<file path="config.mk">
export PLATFORM = sky130hd
export DESIGN_NAME = seven_segment_number_formatter
export DESIGN_NICKNAME = d
export VERILOG_FILES = /design/src/hw/rtl/ssnf_pkg.sv /design/src/hw/rtl/ssnf_div10k.sv /design/src/hw/rtl/ssnf_div100.sv /design/src/hw/rtl/ssnf_pack.sv /design/src/hw/rtl/seven_segment_number_formatter.sv
export SDC_FILE = /design/constraint.sdc
export NUM_CORES = 1
export LEC_CHECK = 0
export BUFFER_PORTS_ARGS = -buffer_cell sky130_fd_sc_hd__buf_2
export CAP_MARGIN = 20
export CELL_PAD_IN_SITES_DETAIL_PLACEMENT = 1
export CELL_PAD_IN_SITES_GLOBAL_PLACEMENT = 2
export CORE_ASPECT_RATIO = 0.5
export CORE_MARGIN = 2
export CORE_UTILIZATION = 44
export CTS_CLUSTER_SIZE = 40
export DETAILED_ROUTE_END_ITERATION = 6
export PLACE_DENSITY = 0.83
export SYNTH_ARGS = -nofsm -noshare
export SYNTH_HDL_FRONTEND = slang
export SYNTH_SLANG_ARGS = --single-unit
</file>
<file path="constraint.sdc">
create_clock -name i_clk -period 30.3 [get_ports i_clk]
set_clock_uncertainty 0.1 [all_clocks]
set_input_delay 9.09 -clock i_clk [delete_from_list [all_inputs] [get_ports i_clk]]
set_output_delay 9.09 -clock i_clk [all_outputs]
set_load 0.02 [all_outputs]
</file>
<file path="src/hw/rtl/ssnf_pkg.sv">
// ----------------------------------------------------------------------------
// ssnf_pkg
// Shared types and constants of the seven-segment number formatter.
// ----------------------------------------------------------------------------
`default_nettype none

package ssnf_pkg;

    localparam int NUM_W   = 32;   // input value
    localparam int DEC_W   = 27;   // enough for 99999999
    localparam int HALF_W  = 14;   // four decimal digits
    localparam int PAIR_W  = 7;    // two decimal digits
    localparam int NIB_W   = 4;
    localparam int CODE_W  = 5;
    localparam int PTS_W   = 4;
    localparam int WORD_W  = 28;
    localparam int IN_W    = 40;
    localparam int OUT_W   = 64;
    localparam int CIDX_W  = 2;
    localparam int CDATA_W = 5;

    localparam logic [NUM_W-1:0] DEC_LIMIT = 32'd99999999;

    // floor(v / 10000) via reciprocal, low by at most one
    localparam logic [HALF_W-1:0] RCP_10K     = 14'd13421;
    localparam int                RCP_10K_SH  = 27;
    localparam logic [HALF_W-1:0] TEN_K       = 14'd10000;
    // floor(x / 100), exact below 10000
    localparam logic [12:0]       RCP_100     = 13'd5243;
    localparam int                RCP_100_SH  = 19;
    localparam logic [PAIR_W-1:0] HUNDRED     = 7'd100;
    // floor(y / 10), exact below 100
    localparam logic [PAIR_W-1:0] RCP_10      = 7'd103;
    localparam int                RCP_10_SH   = 10;
    localparam logic [NIB_W-1:0]  TEN         = 4'd10;

    // config register indexes
    localparam logic [CIDX_W-1:0] CFG_BLANK_CODE  = 2'd0;
    localparam logic [CIDX_W-1:0] CFG_LOW_POINTS  = 2'd1;
    localparam logic [CIDX_W-1:0] CFG_HIGH_POINTS = 2'd2;

    localparam logic [CODE_W-1:0] BLANK_RESET = 5'd31;

    typedef enum logic {
        OP_DEC = 1'b0,
        OP_HEX = 1'b1
    } t_op;

    // per-request control carried beside the datapath
    typedef struct packed {
        t_op              op;
        logic             trim;
        logic             err;
        logic [NUM_W-1:0] num;
    } t_side;

    typedef logic [CODE_W-1:0] t_code;

    function automatic logic [WORD_W-1:0] pack_bank(
        input t_code            d3,
        input t_code            d2,
        input t_code            d1,
        input t_code            d0,
        input logic [PTS_W-1:0] pts
    );
        pack_bank = {pts, 1'b0, d3, 1'b0, d2, 1'b0, d1, 1'b0, d0};
    endfunction

endpackage

`default_nettype wire

</file>
<file path="src/hw/rtl/ssnf_div10k.sv">
// ----------------------------------------------------------------------------
// ssnf_div10k
// Two-stage split of a value below 10^8 into upper and lower four digits.
// ----------------------------------------------------------------------------
`default_nettype none

module ssnf_div10k
    import ssnf_pkg::*;
(
    input  wire logic              i_clk,
    input  wire logic              i_en,
    input  wire logic [DEC_W-1:0]  i_value,
    output logic      [HALF_W-1:0] o_upper,
    output logic      [HALF_W-1:0] o_lower
);

    logic [DEC_W+HALF_W-1:0] w_prod;
    logic [HALF_W-1:0]       n_q0;
    logic [HALF_W-1:0]       r_q0;
    logic [DEC_W-1:0]        r_value;
    logic [DEC_W-1:0]        w_back;
    logic [DEC_W-1:0]        w_diff;
    logic [HALF_W:0]         w_rem;
    logic [HALF_W-1:0]       n_upper;
    logic [HALF_W-1:0]       n_lower;

    // stage a: estimated quotient
    assign w_prod = DEC_W'(i_value) * RCP_10K;
    assign n_q0   = w_prod[DEC_W+HALF_W-1:RCP_10K_SH];

    always_ff @(posedge i_clk) begin
        if (i_en) begin
            r_q0    <= n_q0;
            r_value <= i_value;
        end
    end

    // stage b: remainder and one-step correction
    assign w_back = DEC_W'(r_q0) * DEC_W'(TEN_K);
    assign w_diff = r_value - w_back;
    assign w_rem  = w_diff[HALF_W:0];

    always_comb begin
        if (w_rem >= {1'b0, TEN_K}) begin
            n_upper = r_q0 + 1'b1;
            n_lower = HALF_W'(w_rem - {1'b0, TEN_K});
        end else begin
            n_upper = r_q0;
            n_lower = w_rem[HALF_W-1:0];
        end
    end

    always_ff @(posedge i_clk) begin
        if (i_en) begin
            o_upper <= n_upper;
            o_lower <= n_lower;
        end
    end

endmodule

`default_nettype wire

</file>
<file path="src/hw/rtl/ssnf_div100.sv">
// ----------------------------------------------------------------------------
// ssnf_div100
// Two-stage split of a four-digit value into two two-digit values.
// ----------------------------------------------------------------------------
`default_nettype none

module ssnf_div100
    import ssnf_pkg::*;
(
    input  wire logic              i_clk,
    input  wire logic              i_en,
    input  wire logic [HALF_W-1:0] i_value,
    output logic      [PAIR_W-1:0] o_upper,
    output logic      [PAIR_W-1:0] o_lower
);

    logic [HALF_W+12:0] w_prod;
    logic [PAIR_W-1:0]  n_q;
    logic [PAIR_W-1:0]  r_q;
    logic [HALF_W-1:0]  r_value;
    logic [HALF_W-1:0]  w_back;
    logic [HALF_W-1:0]  w_diff;

    // stage a: quotient by reciprocal
    assign w_prod = (HALF_W+13)'(i_value) * RCP_100;
    assign n_q    = w_prod[RCP_100_SH+PAIR_W-1:RCP_100_SH];

    always_ff @(posedge i_clk) begin
        if (i_en) begin
            r_q     <= n_q;
            r_value <= i_value;
        end
    end

    // stage b: remainder
    assign w_back = HALF_W'(r_q) * HALF_W'(HUNDRED);
    assign w_diff = r_value - w_back;

    always_ff @(posedge i_clk) begin
        if (i_en) begin
            o_upper <= r_q;
            o_lower <= w_diff[PAIR_W-1:0];
        end
    end

endmodule

`default_nettype wire

</file>
<file path="src/hw/rtl/ssnf_pack.sv">
// ----------------------------------------------------------------------------
// ssnf_pack
// Final digit split, leading-zero blanking and bank word packing.
// ----------------------------------------------------------------------------
`default_nettype none

module ssnf_pack
    import ssnf_pkg::*;
(
    input  wire logic              i_clk,
    input  wire logic              i_en,
    input  wire t_side             i_side,
    input  wire logic [PAIR_W-1:0] i_pair_hh,
    input  wire logic [PAIR_W-1:0] i_pair_hl,
    input  wire logic [PAIR_W-1:0] i_pair_lh,
    input  wire logic [PAIR_W-1:0] i_pair_ll,
    input  wire t_code             i_blank_code,
    input  wire logic [PTS_W-1:0]  i_low_points,
    input  wire logic [PTS_W-1:0]  i_high_points,
    output logic      [WORD_W-1:0] o_high_word,
    output logic      [WORD_W-1:0] o_low_word,
    output logic                   o_range_error
);

    logic [PAIR_W-1:0]   w_pair [4];
    t_code               w_dig  [8];
    logic [WORD_W-1:0]   n_high;
    logic [WORD_W-1:0]   n_low;

    assign w_pair[3] = i_pair_hh;
    assign w_pair[2] = i_pair_hl;
    assign w_pair[1] = i_pair_lh;
    assign w_pair[0] = i_pair_ll;

    always_comb begin
        logic [2*PAIR_W-1:0] prod;
        logic [NIB_W-1:0]    tens;
        logic [PAIR_W-1:0]   ones;
        logic                lead;
        for (int p = 0; p < 4; p++) begin
            prod = (2*PAIR_W)'(w_pair[p]) * (2*PAIR_W)'(RCP_10);
            tens = prod[RCP_10_SH+NIB_W-1:RCP_10_SH];
            ones = w_pair[p] - (PAIR_W'(tens) * PAIR_W'(TEN));
            if (i_side.op == OP_HEX) begin
                w_dig[2*p+1] = CODE_W'(i_side.num[(2*p+1)*NIB_W +: NIB_W]);
                w_dig[2*p]   = CODE_W'(i_side.num[(2*p)*NIB_W +: NIB_W]);
            end else begin
                w_dig[2*p+1] = CODE_W'(tens);
                w_dig[2*p]   = CODE_W'(ones[NIB_W-1:0]);
            end
        end
        // blank leading zeros from the top, units digit always shown
        lead = (i_side.op == OP_DEC) && i_side.trim;
        for (int k = 7; k >= 1; k--) begin
            if (lead && (w_dig[k] == '0)) begin
                w_dig[k] = i_blank_code;
            end else begin
                lead = 1'b0;
            end
        end
    end

    always_comb begin
        if (i_side.err) begin
            n_high = '0;
            n_low  = '0;
        end else begin
            n_high = pack_bank(w_dig[7], w_dig[6], w_dig[5], w_dig[4], i_high_points);
            n_low  = pack_bank(w_dig[3], w_dig[2], w_dig[1], w_dig[0], i_low_points);
        end
    end

    always_ff @(posedge i_clk) begin
        if (i_en) begin
            o_high_word   <= n_high;
            o_low_word    <= n_low;
            o_range_error <= i_side.err;
        end
    end

endmodule

`default_nettype wire

</file>
<file path="src/hw/rtl/seven_segment_number_formatter.sv">
// ----------------------------------------------------------------------------
// seven_segment_number_formatter
// Formats a 32-bit value as eight display digit codes in two bank words.
// ----------------------------------------------------------------------------
// Takes one request per clock while the output side is not stalled and
// returns one result per request, in order. A request passes through the
// input register, then two stages of the divide-by-10000 reciprocal
// multiply, two stages of the divide-by-100 multiply, and the digit/pack
// stage into the output register, which drives o_m_tvalid. The pipeline
// advances as a whole whenever the output register is empty or being taken,
// so o_s_tready depends combinationally on i_m_tready. Decimal values above
// 99999999 give range_error with both words zero. Write the config registers
// only while no request is in flight.
// ----------------------------------------------------------------------------
`default_nettype none

module seven_segment_number_formatter
    import ssnf_pkg::*;
(
    input  wire logic               i_clk,
    input  wire logic               i_rst_n,
    // config write port
    input  wire logic               i_cfg_we,
    input  wire logic [CIDX_W-1:0]  i_cfg_index,
    input  wire logic [CDATA_W-1:0] i_cfg_data,
    // request side
    input  wire logic               i_s_tvalid,
    output logic                    o_s_tready,
    input  wire logic [IN_W-1:0]    i_s_tdata,   // opcode[0], number[32:1], trim_zeros[33]
    // result side
    output logic                    o_m_tvalid,
    input  wire logic               i_m_tready,
    output logic      [OUT_W-1:0]   o_m_tdata    // high_word[27:0], low_word[55:28],
                                                 // range_error[56]
);

    t_code             r_blank_code;
    logic [PTS_W-1:0]  r_low_points;
    logic [PTS_W-1:0]  r_high_points;

    logic              w_en;
    t_side             n_sd1;
    t_side             r_sd1, r_sd2, r_sd3, r_sd4, r_sd5;
    logic              r_v1, r_v2, r_v3, r_v4, r_v5, r_out_vld;

    logic [HALF_W-1:0] w_upper4, w_lower4;
    logic [PAIR_W-1:0] w_hh, w_hl, w_lh, w_ll;
    logic [WORD_W-1:0] w_high_word, w_low_word;
    logic              w_range_error;

    // config registers
    always_ff @(posedge i_clk) begin
        if (!i_rst_n) begin
            r_blank_code  <= BLANK_RESET;
            r_low_points  <= '0;
            r_high_points <= '0;
        end else if (i_cfg_we) begin
            unique case (i_cfg_index)
                CFG_BLANK_CODE:  r_blank_code  <= i_cfg_data;
                CFG_LOW_POINTS:  r_low_points  <= i_cfg_data[PTS_W-1:0];
                CFG_HIGH_POINTS: r_high_points <= i_cfg_data[PTS_W-1:0];
                default: ;
            endcase
        end
    end

    assign w_en       = !r_out_vld || i_m_tready;
    assign o_s_tready = w_en;

    always_comb begin
        n_sd1.op   = t_op'(i_s_tdata[0]);
        n_sd1.num  = i_s_tdata[NUM_W:1];
        n_sd1.trim = i_s_tdata[NUM_W+1];
        n_sd1.err  = (n_sd1.op == OP_DEC) && (n_sd1.num > DEC_LIMIT);
    end

    always_ff @(posedge i_clk) begin
        if (!i_rst_n) begin
            r_v1      <= 1'b0;
            r_v2      <= 1'b0;
            r_v3      <= 1'b0;
            r_v4      <= 1'b0;
            r_v5      <= 1'b0;
            r_out_vld <= 1'b0;
        end else if (w_en) begin
            r_v1      <= i_s_tvalid;
            r_v2      <= r_v1;
            r_v3      <= r_v2;
            r_v4      <= r_v3;
            r_v5      <= r_v4;
            r_out_vld <= r_v5;
        end
    end

    always_ff @(posedge i_clk) begin
        if (w_en) begin
            r_sd1 <= n_sd1;
            r_sd2 <= r_sd1;
            r_sd3 <= r_sd2;
            r_sd4 <= r_sd3;
            r_sd5 <= r_sd4;
        end
    end

    ssnf_div10k u_div10k (
        .i_clk   (i_clk),
        .i_en    (w_en),
        .i_value (r_sd1.num[DEC_W-1:0]),
        .o_upper (w_upper4),
        .o_lower (w_lower4)
    );

    ssnf_div100 u_div100_hi (
        .i_clk   (i_clk),
        .i_en    (w_en),
        .i_value (w_upper4),
        .o_upper (w_hh),
        .o_lower (w_hl)
    );

    ssnf_div100 u_div100_lo (
        .i_clk   (i_clk),
        .i_en    (w_en),
        .i_value (w_lower4),
        .o_upper (w_lh),
        .o_lower (w_ll)
    );

    ssnf_pack u_pack (
        .i_clk         (i_clk),
        .i_en          (w_en),
        .i_side        (r_sd5),
        .i_pair_hh     (w_hh),
        .i_pair_hl     (w_hl),
        .i_pair_lh     (w_lh),
        .i_pair_ll     (w_ll),
        .i_blank_code  (r_blank_code),
        .i_low_points  (r_low_points),
        .i_high_points (r_high_points),
        .o_high_word   (w_high_word),
        .o_low_word    (w_low_word),
        .o_range_error (w_range_error)
    );

    assign o_m_tvalid = r_out_vld;
    assign o_m_tdata  = {7'b0, w_range_error, w_low_word, w_high_word};

    // an out-of-range result carries no digits or points
    a_err_zero: assert property (@(posedge i_clk) disable iff (!i_rst_n)
        o_m_tvalid && o_m_tdata[2*WORD_W] |-> o_m_tdata[2*WORD_W-1:0] == '0)
        else $error("range error with nonzero words");

    // the whole pipeline steps together
    a_lockstep: assert property (@(posedge i_clk) disable iff (!i_rst_n)
        w_en && r_v4 |=> r_v5)
        else $error("pipeline valid lost between stages");

    // hold when the output is stalled
    a_stall_hold: assert property (@(posedge i_clk) disable iff (!i_rst_n)
        !w_en |=> $stable(r_v1) && $stable(r_v5) && $stable(r_sd5))
        else $error("pipeline moved during stall");

endmodule

`default_nettype wire
</file>
==> results of run 1 <==
==> layout make-up <==
type,instances,area share
Timing Repair Buffer,102,0.0166
Antenna cell,1,0.0000778
Multi-Input combinational cell,1519,0.535
Inverter,642,0.0749
Clock inverter,16,0.00537
Clock buffer,48,0.0307
Tap cell,897,0.0349
Sequential cell,330,0.302
==> path summary, 6_finish.rpt <==
kind	endpoint	cells past startpoint	from	slack [ps]
setup / recovery	o_s_tready	3	i_m_tready	11350
hold / removal	r_sd5[25]$_DFFE_PP_	0	r_sd4[25]$_DFFE_PP_	310
setup reg to reg	u_pack.o_low_word[20]$_SDFFCE_PP0P_	19	u_div100_hi.o_upper[5]$_DFFE_PP_	23540
hold reg to reg	r_sd5[25]$_DFFE_PP_	0	r_sd4[25]$_DFFE_PP_	310
==> worst reg2reg max path, stage by stage, from the launching register on <==
cell                        delay [ps]
sky130_fd_sc_hd__edfxtp_1          470
sky130_fd_sc_hd__inv_1              80
sky130_fd_sc_hd__ha_1              340
sky130_fd_sc_hd__fa_1              550
sky130_fd_sc_hd__inv_1              50
sky130_fd_sc_hd__fa_1              470
sky130_fd_sc_hd__ha_1              310
sky130_fd_sc_hd__ha_1              310
sky130_fd_sc_hd__o2111ai_1         320
sky130_fd_sc_hd__o211ai_1          190
sky130_fd_sc_hd__mux2i_1           190
sky130_fd_sc_hd__or2_2             340
sky130_fd_sc_hd__ha_1              200
sky130_fd_sc_hd__fa_1              500
sky130_fd_sc_hd__and4bb_2          260
sky130_fd_sc_hd__or3b_2            460
sky130_fd_sc_hd__a21boi_2          250
sky130_fd_sc_hd__inv_2              50
sky130_fd_sc_hd__or3_1             500
sky130_fd_sc_hd__o32ai_1           570
==> cell families after synthesis <==
group | Yosys count | synth area share
other cells | 1 | 0.000127
mux | 31 | 0.0105
compound gates | 239 | 0.0547
xor+xnor | 126 | 0.0381
simple gates | 277 | 0.0488
fa+ha+maj | 830 | 0.429
buf+inv | 679 | 0.0900
flops | 330 | 0.329
==> cells in the mapped netlist (all sizes together), types with 4 or more instances <==
cell type  count  area (um2)
a31oi          8        50.1
nor2          64         240
nor2b         27         169
o211ai         9        77.6
xor2          34         305
a21o          25         188
or4            4        30.0
or3            6        37.5
nand3b         6        57.6
a211o          6        52.6
ha           526        6580
mux2i         30         300
o2111ai        4        35.0
edfxtp       311        9340
nand2b         9        58.8
o21a          18         135
xnor2         91         797
nor3          19        95.1
a21oi         68         344
dfxtp         19         380
and4           4        35.0
o21ai         35         175
inv          642        2410
buf           20         154
a211oi         4        30.0
fa           304        6090
and3          12        75.1
clkbuf        17        93.8
nand2         63         236
o22ai         13        81.3
nand4         12        75.1
nand3         29         145
o32ai          5        43.8
o31ai          7        52.6
a21boi         5        41.3
==> sequential cells by signal, summed over array words and instances, names as in the netlist, 10 cells and up <==
register,cells
r_sd4,35
r_sd5,35
u_div10k.o_upper,14
u_div10k.r_q0,14
r_sd3,35
u_pack.o_low_word,23
r_sd2,35
u_pack.o_high_word,24
r_sd1,35
u_div10k.o_lower,10
==> per-layer routing <==
metal	share of wire	vias to the layer above	wire (um)
met4	0.020	0	1340
met5	0	-	0
li1	-	8492	-
met1	0.47	8917	31400
met3	0.027	66	1760
met2	0.48	198	31800
==> through the flow <==
stage / worst slack [ps] / util / cells / instance area (um2)
2_1_floorplan: 3140 / - / 2528 / 29600
3_3_place_gp: 11350 / 0.465 / 3489 / 31000
3_5_place_dp: 11340 / 0.465 / 3489 / 31000
4_1_cts: 11340 / 0.483 / 3553 / 32200
5_1_grt: 11290 / 0.483 / 3555 / 32200
6_report: 11350 / 0.483 / 3555 / 32200
==> impl_results.html, run 1 <==
<table>
<tr><th>Metric</th><th>Value</th></tr>
<tr><th colspan="2">Synth</th></tr>
<tr><td>Synthesized area per cell</td><td>roughly 12 um2</td></tr>
<tr><td>Mapped cell area</td><td>0.0295 mm2</td></tr>
<tr><td>Sequential element share of the synthesized area</td><td>0.329</td></tr>
<tr><td>Asr flop ratio synth</td><td>0</td></tr>
<tr><td>Main flop type after synthesis</td><td>sky130_fd_sc_hd__edfxtp_1</td></tr>
<tr><td>Count of yosys warnings during synthesis</td><td>0</td></tr>
<tr><td>Synthesized flop and latch total</td><td>330</td></tr>
<tr><td>Netlist cell types</td><td>84</td></tr>
<tr><td>EDFF count, synth</td><td>approximately 310</td></tr>
<tr><td>Number of instances in the synthesized netlist</td><td>roughly 2.5k</td></tr>
<tr><th colspan="2">Layout</th></tr>
<tr><td>Commonest cells after routing, fill and taps aside</td><td>641 x sky130_fd_sc_hd__inv_1, 526 x sky130_fd_sc_hd__ha_1, 311 x sky130_fd_sc_hd__edfxtp_1, 304 x sky130_fd_sc_hd__fa_1, 95 x sky130_fd_sc_hd__buf_2</td></tr>
<tr><td>Most common cell after layout, fill and taps aside</td><td>sky130_fd_sc_hd__inv_1</td></tr>
<tr><td>Layout Area Growth over Synthesis</td><td>8.94%</td></tr>
<tr><td>Count of fill cells added during filler insertion</td><td>7,112</td></tr>
<tr><td>Fraction of layout instances using a drive strength above 1</td><td>0.0689</td></tr>
<tr><td>Combined area of the multi-input logic cells</td><td>between 0.015 and 0.02 mm2</td></tr>
<tr><td>Total number of nets in the final design</td><td>roughly 3.5k</td></tr>
<tr><td>Register Area</td><td>between 0.009 and 0.01 mm2</td></tr>
<tr><th colspan="2">Clocking</th></tr>
<tr><td>Clock tree from TritonCTS</td><td>yes</td></tr>
<tr><td>CTS Buf Count</td><td>36</td></tr>
<tr><td>Count of H-tree levels built during CTS</td><td>2</td></tr>
<tr><td>Post-CTS Hold Fix Bufs</td><td>0</td></tr>
<tr><td>Number of gates given a new drive strength after cts</td><td>0</td></tr>
<tr><td>Clock transition time at the flip-flop clock pins of the worst setup and hold paths</td><td>roughly 70 ps</td></tr>
<tr><td>Clock insertion delay at the later pin of the skew report</td><td>approximately 560 ps</td></tr>
<tr><td>Post-CTS setup repair buffer count</td><td>0</td></tr>
<tr><td>TritonCTS Sinks</td><td>330</td></tr>
<tr><td>Worst-case clock buffer depth</td><td>3</td></tr>
<tr><td>Root buffer selected by CTS</td><td>sky130_fd_sc_hd__clkbuf_16</td></tr>
<tr><th colspan="2">Floorplan</th></tr>
<tr><td>Number of placement rows</td><td>67</td></tr>
<tr><td>Chip height</td><td>between 150 and 200 um</td></tr>
<tr><td>Width of the chip</td><td>around 370 um</td></tr>
<tr><td>Die ar.</td><td>a little under 0.07 mm2</td></tr>
<tr><td>IO Count</td><td>118</td></tr>
<tr><td>Floorplan Core Area</td><td>between 0.06 and 0.07 mm2</td></tr>
<tr><td>Initial core utilization</td><td>0.443</td></tr>
<tr><th colspan="2">Placed design</th></tr>
<tr><td>Gp weighted congestion</td><td>between 0.8 and 0.9</td></tr>
<tr><td>Count of input and output buffers</td><td>95</td></tr>
<tr><td>HPWL after DPL</td><td>between 50,000 and 60,000 um</td></tr>
<tr><th colspan="2">Timing</th></tr>
<tr><td>Number of setup violations in the final report</td><td>0</td></tr>
<tr><td>Slew HR</td><td>0.299</td></tr>
<tr><td>Worst hold-check slack</td><td>a little over 300 ps</td></tr>
<tr><td>Final sum of negative setup slack</td><td>0 ps</td></tr>
<tr><td>Share of the cycle needed by the critical path after routing</td><td>0.625</td></tr>
<tr><td>Endpoints failing hold</td><td>0</td></tr>
<tr><td>Unrepaired setup endpoints after global routing</td><td>false</td></tr>
<tr><td>Post-layout min period</td><td>about 19,000 ps</td></tr>
<tr><td>Fmax</td><td>between 50 and 60 MHz</td></tr>
<tr><td>Number of max-slew violations in the final report</td><td>0</td></tr>
<tr><td>Least-Margin Pin Slew</td><td>between 1000 and 1500 ps</td></tr>
<tr><th colspan="2">Global routing</th></tr>
<tr><td>Pin count of the biggest net entering global routing</td><td>86</td></tr>
<tr><td>Most used routing layer</td><td>met2</td></tr>
<tr><td>Number of antenna violations at the first check in global routing</td><td>1</td></tr>
<tr><td>Overflow left after global routing</td><td>0</td></tr>
<tr><td>Wire length of the first global-routing pass</td><td>between 100,000 and 150,000 um</td></tr>
<tr><td>Global-route usage over all layers</td><td>0.199</td></tr>
<tr><td>Vias in the first global route</td><td>between 15k and 20k</td></tr>
<tr><td>Met3 global-route usage</td><td>0.0227</td></tr>
<tr><td>M1 GR Usage</td><td>0.274</td></tr>
<tr><td>Fraction of met2 tracks used by global routing</td><td>0.339</td></tr>
<tr><th colspan="2">Drt</th></tr>
<tr><td>Wire length per cell</td><td>approximately 19 um</td></tr>
<tr><td>Number of DRC violations after detailed routing</td><td>0</td></tr>
<tr><td>Final ANT Viol Nets</td><td>0</td></tr>
<tr><td>First DRT Iteration DRCs</td><td>roughly 790</td></tr>
<tr><td>Detailed-route vias per instance</td><td>4.97</td></tr>
<tr><td>Number of search-and-repair iterations in the first detailed-routing pass</td><td>5</td></tr>
<tr><td>Via count</td><td>roughly 18k</td></tr>
<tr><td>Routed wire length</td><td>approximately 66,000 um</td></tr>
<tr><th colspan="2">Critical path</th></tr>
<tr><td>Library cell appearing most often on the critical path</td><td>sky130_fd_sc_hd__buf_2</td></tr>
<tr><td>Worst Path Buf+Inv</td><td>2</td></tr>
<tr><td>Setup crit end kind</td><td>output port</td></tr>
<tr><td>Startpoint-to-endpoint class of the critical path</td><td>input port to output port</td></tr>
<tr><td>Cell-by-cell listing of the critical path</td><td>buf_2 &gt; nand2b_4 &gt; buf_2</td></tr>
<tr><td>Kind of cell adding the most delay to the critical path</td><td>buffers and inverters</td></tr>
<tr><td>Data required time of the critical path</td><td>21,110 ps</td></tr>
<tr><td>WP data arrival</td><td>around 9800 ps</td></tr>
<tr><td>Delay contributed by the slowest stage of the critical path</td><td>330 ps</td></tr>
<tr><td>Startpoint Class</td><td>input port</td></tr>
<tr><td>Maximum fanout count along the critical path</td><td>27</td></tr>
<tr><td>Cell at the slowest stage of the critical path</td><td>sky130_fd_sc_hd__nand2b_4</td></tr>
<tr><th colspan="2">Run</th></tr>
<tr><td>Max-cap violation count</td><td>0</td></tr>
<tr><th colspan="2">Outcome</th></tr>
<tr><td>Result of the run</td><td>complete, no violations</td></tr>
<tr><th colspan="2">Worst hold path</th></tr>
<tr><td>Worst Hold Class</td><td>register to register</td></tr>
</table>
Power of run 1 is not shown: default switching activity piles up to over one toggle a cycle in this logic, so the estimate is an artifact.
==> run 2, diff against run 1 <==
--- a/config.mk
+++ b/config.mk
@@ -11,10 +11,10 @@
 export CELL_PAD_IN_SITES_GLOBAL_PLACEMENT = 2
 export CORE_ASPECT_RATIO = 0.5
 export CORE_MARGIN = 2
-export CORE_UTILIZATION = 44
+export CORE_UTILIZATION = 40
 export CTS_CLUSTER_SIZE = 40
 export DETAILED_ROUTE_END_ITERATION = 6
-export PLACE_DENSITY = 0.83
+export PLACE_DENSITY = 0.79
 export SYNTH_ARGS = -nofsm -noshare
 export SYNTH_HDL_FRONTEND = slang
 export SYNTH_SLANG_ARGS = --single-unit
==> constraint.sdc (replaced) <==
create_clock -name i_clk -period 16.4 [get_ports i_clk]
set_clock_uncertainty 0.1 [all_clocks]
set_input_delay 4.92 -clock i_clk [delete_from_list [all_inputs] [get_ports i_clk]]
set_output_delay 4.92 -clock i_clk [all_outputs]
set_load 0.02 [all_outputs]
==> run 2 against run 1 <==
  * First-iteration DRC count shrank 7.0%
  * Hold slack gained 7.7 ps
  * Wire length shrank 0.65%
  * Global-route usage shrank 1.8 points
  * Sequential cell count is the same
  * Register-to-register slack lost 14000 ps
  * Core utilization shrank 4.1 points
  * Design area grew 0.34%
  * Count of clock-buffer cells in the layout shrank 1
  * Sequential share of layout area shrank 0.10 points
  * Non-clock buffer count shrank 2
==> impl_results.html, run 2 (synthesis results as in run 1) <==
<table>
<tr><th>Metric</th><th>Value</th></tr>
<tr><th colspan="2">Floorplan</th></tr>
<tr><td>Die ar.</td><td>0.0762 mm2 (was 0.0694 mm2)</td></tr>
<tr><td>IO Count</td><td>118 (unchanged)</td></tr>
<tr><td>Width of the chip</td><td>388 um (was 370 um)</td></tr>
<tr><td>Floorplan Core Area</td><td>0.0730 mm2 (was 0.0666 mm2)</td></tr>
<tr><td>Chip height</td><td>196 um (was 187 um)</td></tr>
<tr><td>Number of placement rows</td><td>70 (was 67)</td></tr>
<tr><td>Initial core utilization</td><td>0.404 (was 0.443)</td></tr>
<tr><th colspan="2">Global routing</th></tr>
<tr><td>Number of antenna violations at the first check in global routing</td><td>0 (was 1)</td></tr>
<tr><td>Most used routing layer</td><td>met2 (unchanged)</td></tr>
<tr><td>Met3 global-route usage</td><td>0.0194 (was 0.0227)</td></tr>
<tr><td>Wire length of the first global-routing pass</td><td>108,000 um (about the same)</td></tr>
<tr><td>Fraction of met2 tracks used by global routing</td><td>0.302 (was 0.339)</td></tr>
<tr><td>Vias in the first global route</td><td>19.9k (about the same)</td></tr>
<tr><td>Global-route usage over all layers</td><td>0.181 (was 0.199)</td></tr>
<tr><td>Overflow left after global routing</td><td>0 (unchanged)</td></tr>
<tr><td>Pin count of the biggest net entering global routing</td><td>169 (was 86)</td></tr>
<tr><td>M1 GR Usage</td><td>0.252 (was 0.274)</td></tr>
<tr><th colspan="2">Worst hold path</th></tr>
<tr><td>Worst Hold Class</td><td>register to register (unchanged)</td></tr>
<tr><td>Hold-critical path endpoint</td><td>r_sd4[16]$_DFFE_PP_ (was r_sd5[25]$_DFFE_PP_)</td></tr>
<tr><td>Hold-critical path depth</td><td>0 (unchanged)</td></tr>
<tr><td>HP Start</td><td>r_sd3[16]$_DFFE_PP_ (was r_sd4[25]$_DFFE_PP_)</td></tr>
<tr><th colspan="2">Placed design</th></tr>
<tr><td>Cell total after placement</td><td>3,563 (was 3,489)</td></tr>
<tr><td>Count of input and output buffers</td><td>95 (unchanged)</td></tr>
<tr><td>HPWL after DPL</td><td>55,100 um (was 55,300 um)</td></tr>
<tr><td>Standard cell area after detailed placement</td><td>0.0311 mm2 (was 0.0310 mm2)</td></tr>
<tr><td>Gp weighted congestion</td><td>0.839 (was 0.851)</td></tr>
<tr><th colspan="2">Drt</th></tr>
<tr><td>Detailed-route vias per instance</td><td>4.86 (was 4.97)</td></tr>
<tr><td>Wire length per cell</td><td>18.2 um (was 18.6 um)</td></tr>
<tr><td>First DRT Iteration DRCs</td><td>732 (was 787)</td></tr>
<tr><td>Final ANT Viol Nets</td><td>0 (unchanged)</td></tr>
<tr><td>Via count</td><td>17.6k (was 17.7k)</td></tr>
<tr><td>Number of DRC violations after detailed routing</td><td>0 (unchanged)</td></tr>
<tr><td>Routed wire length</td><td>65,800 um (was 66,300 um)</td></tr>
<tr><td>Number of search-and-repair iterations in the first detailed-routing pass</td><td>5 (unchanged)</td></tr>
<tr><th colspan="2">Critical path</th></tr>
<tr><td>WP data arrival</td><td>5870 ps (was 9760 ps)</td></tr>
<tr><td>Register-to-register path setup slack</td><td>9720 ps (was 23,540 ps)</td></tr>
<tr><td>Path depth of the worst reg2reg path</td><td>20 (was 19)</td></tr>
<tr><td>Setup crit end kind</td><td>output port (unchanged)</td></tr>
<tr><td>Startpoint of the most critical register-to-register path</td><td>r_sd1[3]$_DFFE_PP_ (was u_div100_hi.o_upper[5]$_DFFE_PP_)</td></tr>
<tr><td>Startpoint-to-endpoint class of the critical path</td><td>input port to output port (unchanged)</td></tr>
<tr><td>Data required time of the critical path</td><td>11,380 ps (was 21,110 ps)</td></tr>
<tr><td>Startpoint Class</td><td>input port (unchanged)</td></tr>
<tr><td>Maximum fanout count along the critical path</td><td>46 (was 27)</td></tr>
<tr><td>Reg2Reg Capture Point</td><td>u_div10k.r_q0[2]$_DFFE_PP_ (was u_pack.o_low_word[20]$_SDFFCE_PP0P_)</td></tr>
<tr><th colspan="2">Layout</th></tr>
<tr><td>Count of fill cells added during filler insertion</td><td>7,808 (was 7,112)</td></tr>
<tr><td>Diode insertion count for antenna repair</td><td>0 (was 1)</td></tr>
<tr><td>Most common cell after layout, fill and taps aside</td><td>sky130_fd_sc_hd__inv_1 (unchanged)</td></tr>
<tr><td>Non-filler instance count after layout</td><td>3,627 (was 3,555)</td></tr>
<tr><td>Total number of nets in the final design</td><td>3,512 (was 3,513)</td></tr>
<tr><td>Layout Area Growth over Synthesis</td><td>9.31% (was 8.94%)</td></tr>
<tr><td>Design area</td><td>0.0323 mm2 (was 0.0322 mm2)</td></tr>
<tr><td>Commonest cells after routing, fill and taps aside</td><td>641 x sky130_fd_sc_hd__inv_1, 526 x sky130_fd_sc_hd__ha_1, 311 x sky130_fd_sc_hd__edfxtp_1, 304 x sky130_fd_sc_hd__fa_1, 95 x sky130_fd_sc_hd__buf_2 (unchanged)</td></tr>
<tr><td>Fraction of layout instances using a drive strength above 1</td><td>0.0678 (was 0.0689)</td></tr>
<tr><th colspan="2">Timing</th></tr>
<tr><td>Number of max-slew violations in the final report</td><td>0 (unchanged)</td></tr>
<tr><td>Number of setup violations in the final report</td><td>0 (unchanged)</td></tr>
<tr><td>Unrepaired setup endpoints after global routing</td><td>false (unchanged)</td></tr>
<tr><td>Post-layout min period</td><td>about 11,000 ps</td></tr>
<tr><td>Endpoints failing hold</td><td>0 (unchanged)</td></tr>
<tr><td>Final sum of negative setup slack</td><td>0 ps (unchanged)</td></tr>
<tr><td>Slew HR</td><td>0.272 (was 0.299)</td></tr>
<tr><td>Share of the cycle needed by the critical path after routing</td><td>0.664</td></tr>
<tr><td>Fmax</td><td>around 92 MHz</td></tr>
<tr><td>Least-Margin Pin Slew</td><td>1090 ps (was 1050 ps)</td></tr>
<tr><th colspan="2">Clocking</th></tr>
<tr><td>Number of gates given a new drive strength after cts</td><td>0 (unchanged)</td></tr>
<tr><td>Post-CTS Hold Fix Bufs</td><td>0 (unchanged)</td></tr>
<tr><td>Clock insertion delay at the later pin of the skew report</td><td>560 ps (about the same)</td></tr>
<tr><td>Root buffer selected by CTS</td><td>sky130_fd_sc_hd__clkbuf_16 (unchanged)</td></tr>
<tr><td>Worst-case clock buffer depth</td><td>3 (unchanged)</td></tr>
<tr><td>CTS Buf Count</td><td>37 (was 36)</td></tr>
<tr><td>TritonCTS Sinks</td><td>330 (unchanged)</td></tr>
<tr><td>Clock tree from TritonCTS</td><td>yes (unchanged)</td></tr>
<tr><td>Clock transition time at the flip-flop clock pins of the worst setup and hold paths</td><td>60 ps (was 70 ps)</td></tr>
<tr><td>Post-CTS setup repair buffer count</td><td>0 (unchanged)</td></tr>
<tr><td>Count of H-tree levels built during CTS</td><td>2 (unchanged)</td></tr>
<tr><th colspan="2">Outcome</th></tr>
<tr><td>Result of the run</td><td>complete, no violations (unchanged)</td></tr>
<tr><th colspan="2">Run</th></tr>
<tr><td>Max-cap violation count</td><td>0 (unchanged)</td></tr>
</table>
-- run 2: cell count changes in the layout (fill, tap and decap cells not counted), sizes merged --
cell      delta
diode        -1
clkinvlp     -2
clkbuf       -1
clkinv       +2
buf          -2
inv          +1
-- run 2: final cells by class --
cell class | count | area [um2] | share of cell area
Multi-Input combinational cell | 1519 | 17200 | 0.534
Sequential cell | 330 | 9720 | 0.301
Inverter | 642 | 2410 | 0.0746
Tap cell | 972 | 1220 | 0.0377
Clock buffer | 47 | 1020 | 0.0315
Timing Repair Buffer | 100 | 526 | 0.0163
Clock inverter | 17 | 173 | 0.00535
-- run 2: critical path: stages --
cell and delay (ps):
sky130_fd_sc_hd__buf_2 80, sky130_fd_sc_hd__nand2b_4 510, sky130_fd_sc_hd__buf_2 300
-- run 2: worst max-delay path by stage --
| stage | startpoint | to | cells after the start |
|---|---|---|---|
| CTS | i_m_tready | o_s_tready | 3 |
| detailed placement | i_m_tready | o_s_tready | 3 |
| finish | i_m_tready | o_s_tready | 3 |
| global route | i_m_tready | o_s_tready | 3 |
| floorplan | i_m_tready | o_s_tready | 2 |
| global placement | i_m_tready | o_s_tready | 3 |
-- run 2: through the flow --
| stage | setup slack (ps) | util | hold slack (ps) |
|---|---|---|---|
| after floorplan | 2320 | - | 300 |
| after global placement | 5510 | 0.426 | 302 |
| after detailed placement | 5500 | 0.426 | 306 |
| after CTS | 5490 | 0.442 | 318 |
| after global routing | 5420 | 0.442 | 324 |
| final | 5510 | 0.442 | 314 |
-- run 2: layer usage --
layer | vias to the layer above | share of wire
met4 | 0 | 0.023
met1 | 8883 | 0.48
li1 | 8480 | -
met5 | - | 0
met2 | 191 | 0.47
met3 | 88 | 0.025
Power of run 2 is left out for the same reason.
==> run 3, diff against run 2 <==
--- a/config.mk
+++ b/config.mk
@@ -11,10 +11,10 @@
 export CELL_PAD_IN_SITES_GLOBAL_PLACEMENT = 2
 export CORE_ASPECT_RATIO = 0.5
 export CORE_MARGIN = 2
-export CORE_UTILIZATION = 40
+export CORE_UTILIZATION = 44
 export CTS_CLUSTER_SIZE = 40
 export DETAILED_ROUTE_END_ITERATION = 6
-export PLACE_DENSITY = 0.79
+export PLACE_DENSITY = 0.83
 export SYNTH_ARGS = -nofsm -noshare
 export SYNTH_HDL_FRONTEND = slang
 export SYNTH_SLANG_ARGS = --single-unit
==> constraint.sdc (replaced) <==
create_clock -name i_clk -period 11.4 [get_ports i_clk]
set_clock_uncertainty 0.1 [all_clocks]
set_input_delay 3.42 -clock i_clk [delete_from_list [all_inputs] [get_ports i_clk]]
set_output_delay 3.42 -clock i_clk [all_outputs]
set_load 0.02 [all_outputs]
==> run 3 against run 2 <==
  * Non-clock buffer count rose by 1
  * Core utilization rose by 4.1 points
  * Critical path depth did not move
  * Die area fell by 9.0%
  * First-iteration DRC count rose by 6.8%
  * Via count rose by 0.57%
  * Sequential share of layout area rose by 0.075 points
  * Register-to-register slack got worse by 5100 ps
  * Highest routed layer unchanged
  * Design area fell by 0.25%
  * Sequential cell count did not move
  * Count of clock-buffer cells in the layout did not move
==> impl_results.html, run 3 (synthesis results as in run 1) <==
<table>
<tr><th>Metric</th><th>Value</th></tr>
<tr><th colspan="2">Layout</th></tr>
<tr><td>Non-filler instance count after layout</td><td>3,555 (was 3,627)</td></tr>
<tr><td>Diode insertion count for antenna repair</td><td>0 (unchanged)</td></tr>
<tr><td>Fraction of layout instances using a drive strength above 1</td><td>0.0688 (was 0.0678)</td></tr>
<tr><td>Layout Area Growth over Synthesis</td><td>9.04% (was 9.31%)</td></tr>
<tr><td>Commonest cells after routing, fill and taps aside</td><td>641 x sky130_fd_sc_hd__inv_1, 526 x sky130_fd_sc_hd__ha_1, 311 x sky130_fd_sc_hd__edfxtp_1, 304 x sky130_fd_sc_hd__fa_1, 95 x sky130_fd_sc_hd__buf_2 (unchanged)</td></tr>
<tr><td>Total number of nets in the final design</td><td>3,512 (unchanged)</td></tr>
<tr><td>Most common cell after layout, fill and taps aside</td><td>sky130_fd_sc_hd__inv_1 (unchanged)</td></tr>
<tr><th colspan="2">Clocking</th></tr>
<tr><td>CTS Buf Count</td><td>36 (was 37)</td></tr>
<tr><td>Clock transition time at the flip-flop clock pins of the worst setup and hold paths</td><td>70 ps (was 60 ps)</td></tr>
<tr><td>TritonCTS Sinks</td><td>330 (unchanged)</td></tr>
<tr><td>Number of gates given a new drive strength after cts</td><td>0 (unchanged)</td></tr>
<tr><td>Root buffer selected by CTS</td><td>sky130_fd_sc_hd__clkbuf_16 (unchanged)</td></tr>
<tr><td>Count of H-tree levels built during CTS</td><td>2 (unchanged)</td></tr>
<tr><td>Clock tree from TritonCTS</td><td>yes (unchanged)</td></tr>
<tr><td>Post-CTS setup repair buffer count</td><td>0 (unchanged)</td></tr>
<tr><td>Worst-case clock buffer depth</td><td>3 (unchanged)</td></tr>
<tr><td>Clock insertion delay at the later pin of the skew report</td><td>550 ps (was 560 ps)</td></tr>
<tr><td>Post-CTS Hold Fix Bufs</td><td>0 (unchanged)</td></tr>
<tr><th colspan="2">Timing</th></tr>
<tr><td>Number of setup violations in the final report</td><td>0 (unchanged)</td></tr>
<tr><td>Final sum of negative setup slack</td><td>0 ps (unchanged)</td></tr>
<tr><td>Share of the cycle needed by the critical path after routing</td><td>0.656</td></tr>
<tr><td>Fmax</td><td>approximately 130 MHz</td></tr>
<tr><td>Post-route worst setup slack</td><td>3920 ps (was 5510 ps)</td></tr>
<tr><td>Slew HR</td><td>0.262 (was 0.272)</td></tr>
<tr><td>Post-layout min period</td><td>about 7500 ps</td></tr>
<tr><td>Endpoints failing hold</td><td>0 (unchanged)</td></tr>
<tr><td>Number of max-slew violations in the final report</td><td>0 (unchanged)</td></tr>
<tr><td>Least-Margin Pin Slew</td><td>1080 ps (was 1090 ps)</td></tr>
<tr><td>Unrepaired setup endpoints after global routing</td><td>false (unchanged)</td></tr>
<tr><th colspan="2">Critical path</th></tr>
<tr><td>Maximum fanout count along the critical path</td><td>14 (was 46)</td></tr>
<tr><td>Reg2Reg Capture Point</td><td>u_pack.o_low_word[19]$_SDFFCE_PP0P_ (was u_div10k.r_q0[2]$_DFFE_PP_)</td></tr>
<tr><td>WP data arrival</td><td>3960 ps (was 5870 ps)</td></tr>
<tr><td>Setup crit end kind</td><td>output port (unchanged)</td></tr>
<tr><td>Data required time of the critical path</td><td>7880 ps (was 11,380 ps)</td></tr>
<tr><td>Path depth of the worst reg2reg path</td><td>20 (unchanged)</td></tr>
<tr><td>Startpoint Class</td><td>input port (unchanged)</td></tr>
<tr><td>Register-to-register path setup slack</td><td>4620 ps (was 9720 ps)</td></tr>
<tr><td>Startpoint-to-endpoint class of the critical path</td><td>input port to output port (unchanged)</td></tr>
<tr><td>Startpoint of the most critical register-to-register path</td><td>u_div100_hi.o_upper[5]$_DFFE_PP_ (was r_sd1[3]$_DFFE_PP_)</td></tr>
<tr><th colspan="2">Drt</th></tr>
<tr><td>Via count</td><td>17.7k (was 17.6k)</td></tr>
<tr><td>Final ANT Viol Nets</td><td>0 (unchanged)</td></tr>
<tr><td>Number of DRC violations after detailed routing</td><td>0 (unchanged)</td></tr>
<tr><td>Detailed-route vias per instance</td><td>4.99 (was 4.86)</td></tr>
<tr><td>Routed wire length</td><td>66,300 um (was 65,800 um)</td></tr>
<tr><td>Number of search-and-repair iterations in the first detailed-routing pass</td><td>4 (was 5)</td></tr>
<tr><td>Wire length per cell</td><td>18.7 um (was 18.2 um)</td></tr>
<tr><td>First DRT Iteration DRCs</td><td>782 (was 732)</td></tr>
<tr><th colspan="2">Worst hold path</th></tr>
<tr><td>Hold-critical path endpoint</td><td>r_sd4[34]$_DFFE_PP_ (was r_sd4[16]$_DFFE_PP_)</td></tr>
<tr><td>HP Start</td><td>r_sd3[34]$_DFFE_PP_ (was r_sd3[16]$_DFFE_PP_)</td></tr>
<tr><td>Worst Hold Class</td><td>register to register (unchanged)</td></tr>
<tr><td>Hold-critical path depth</td><td>0 (unchanged)</td></tr>
<tr><th colspan="2">Placed design</th></tr>
<tr><td>HPWL after DPL</td><td>55,300 um (was 55,100 um)</td></tr>
<tr><td>Cell total after placement</td><td>3,489 (was 3,563)</td></tr>
<tr><td>Count of input and output buffers</td><td>95 (unchanged)</td></tr>
<tr><td>Worst slack at placement</td><td>3910 ps (was 5500 ps)</td></tr>
<tr><td>Gp weighted congestion</td><td>0.885 (was 0.839)</td></tr>
<tr><th colspan="2">Global routing</th></tr>
<tr><td>Vias in the first global route</td><td>20.1k (was 19.9k)</td></tr>
<tr><td>Global-route usage over all layers</td><td>0.201 (was 0.181)</td></tr>
<tr><td>Wire length of the first global-routing pass</td><td>108,000 um (about the same)</td></tr>
<tr><td>Number of antenna violations at the first check in global routing</td><td>1 (was 0)</td></tr>
<tr><td>Overflow left after global routing</td><td>0 (unchanged)</td></tr>
<tr><td>Pin count of the biggest net entering global routing</td><td>150 (was 169)</td></tr>
<tr><th colspan="2">Run</th></tr>
<tr><td>Max-cap violation count</td><td>0 (unchanged)</td></tr>
<tr><th colspan="2">Floorplan</th></tr>
<tr><td>Die ar.</td><td>0.0694 mm2 (was 0.0762 mm2)</td></tr>
<tr><td>Initial core utilization</td><td>0.443 (was 0.404)</td></tr>
<tr><td>Number of placement rows</td><td>67 (was 70)</td></tr>
<tr><td>IO Count</td><td>118 (unchanged)</td></tr>
<tr><td>Width of the chip</td><td>370 um (was 388 um)</td></tr>
<tr><td>Chip height</td><td>187 um (was 196 um)</td></tr>
<tr><td>Floorplan Core Area</td><td>0.0666 mm2 (was 0.0730 mm2)</td></tr>
<tr><th colspan="2">Outcome</th></tr>
<tr><td>Result of the run</td><td>complete, no violations (unchanged)</td></tr>
</table>
run 3: critical path: stages:
cell and delay, ps:
sky130_fd_sc_hd__buf_2 100, sky130_fd_sc_hd__nand2b_4 230, sky130_fd_sc_hd__buf_2 200
run 3: per-layer routing:
layer  vias up  wire, um  global-route usage
met3        78      1780              0.0197
met1      8958     31400               0.280
met5         -         0                   0
met4         0      1480              0.0524
met2       210     31700               0.336
li1       8496         -                   -
run 3: area by class of cell:
| type | count | area [um2] |
|---|---|---|
| tap | 897 | 1120 |
| clock buffer | 47 | 973 |
| fill | 7043 | 34400 |
| inverter | 642 | 2410 |
| timing repair buffer | 101 | 533 |
| sequential | 330 | 9720 |
| multi-input combinational | 1519 | 17200 |
| clock inverter | 19 | 221 |
run 3: worst max-delay path by stage:
stage / from / endpoint / slack [ps] / cells after the start
2_1_floorplan: i_m_tready / o_s_tready / 320 / 2
3_3_place_gp: i_m_tready / o_s_tready / 3910 / 3
3_5_place_dp: i_m_tready / o_s_tready / 3910 / 3
4_1_cts: i_m_tready / o_s_tready / 3910 / 3
5_1_grt: i_m_tready / o_s_tready / 3890 / 3
6_report: i_m_tready / o_s_tready / 3920 / 3
run 3: per-stage QoR:
| stage | area (um2) | hold slack (ps) | utilization |
|---|---|---|---|
| finish | 32200 | 309 | 0.483 |
| global route | 32200 | 318 | 0.483 |
| CTS | 32200 | 314 | 0.483 |
| detailed placement | 31000 | 307 | 0.465 |
| global placement | 31000 | 301 | 0.465 |
| floorplan | 29600 | 300 | - |
Power of run 3 is left out for the same reason.
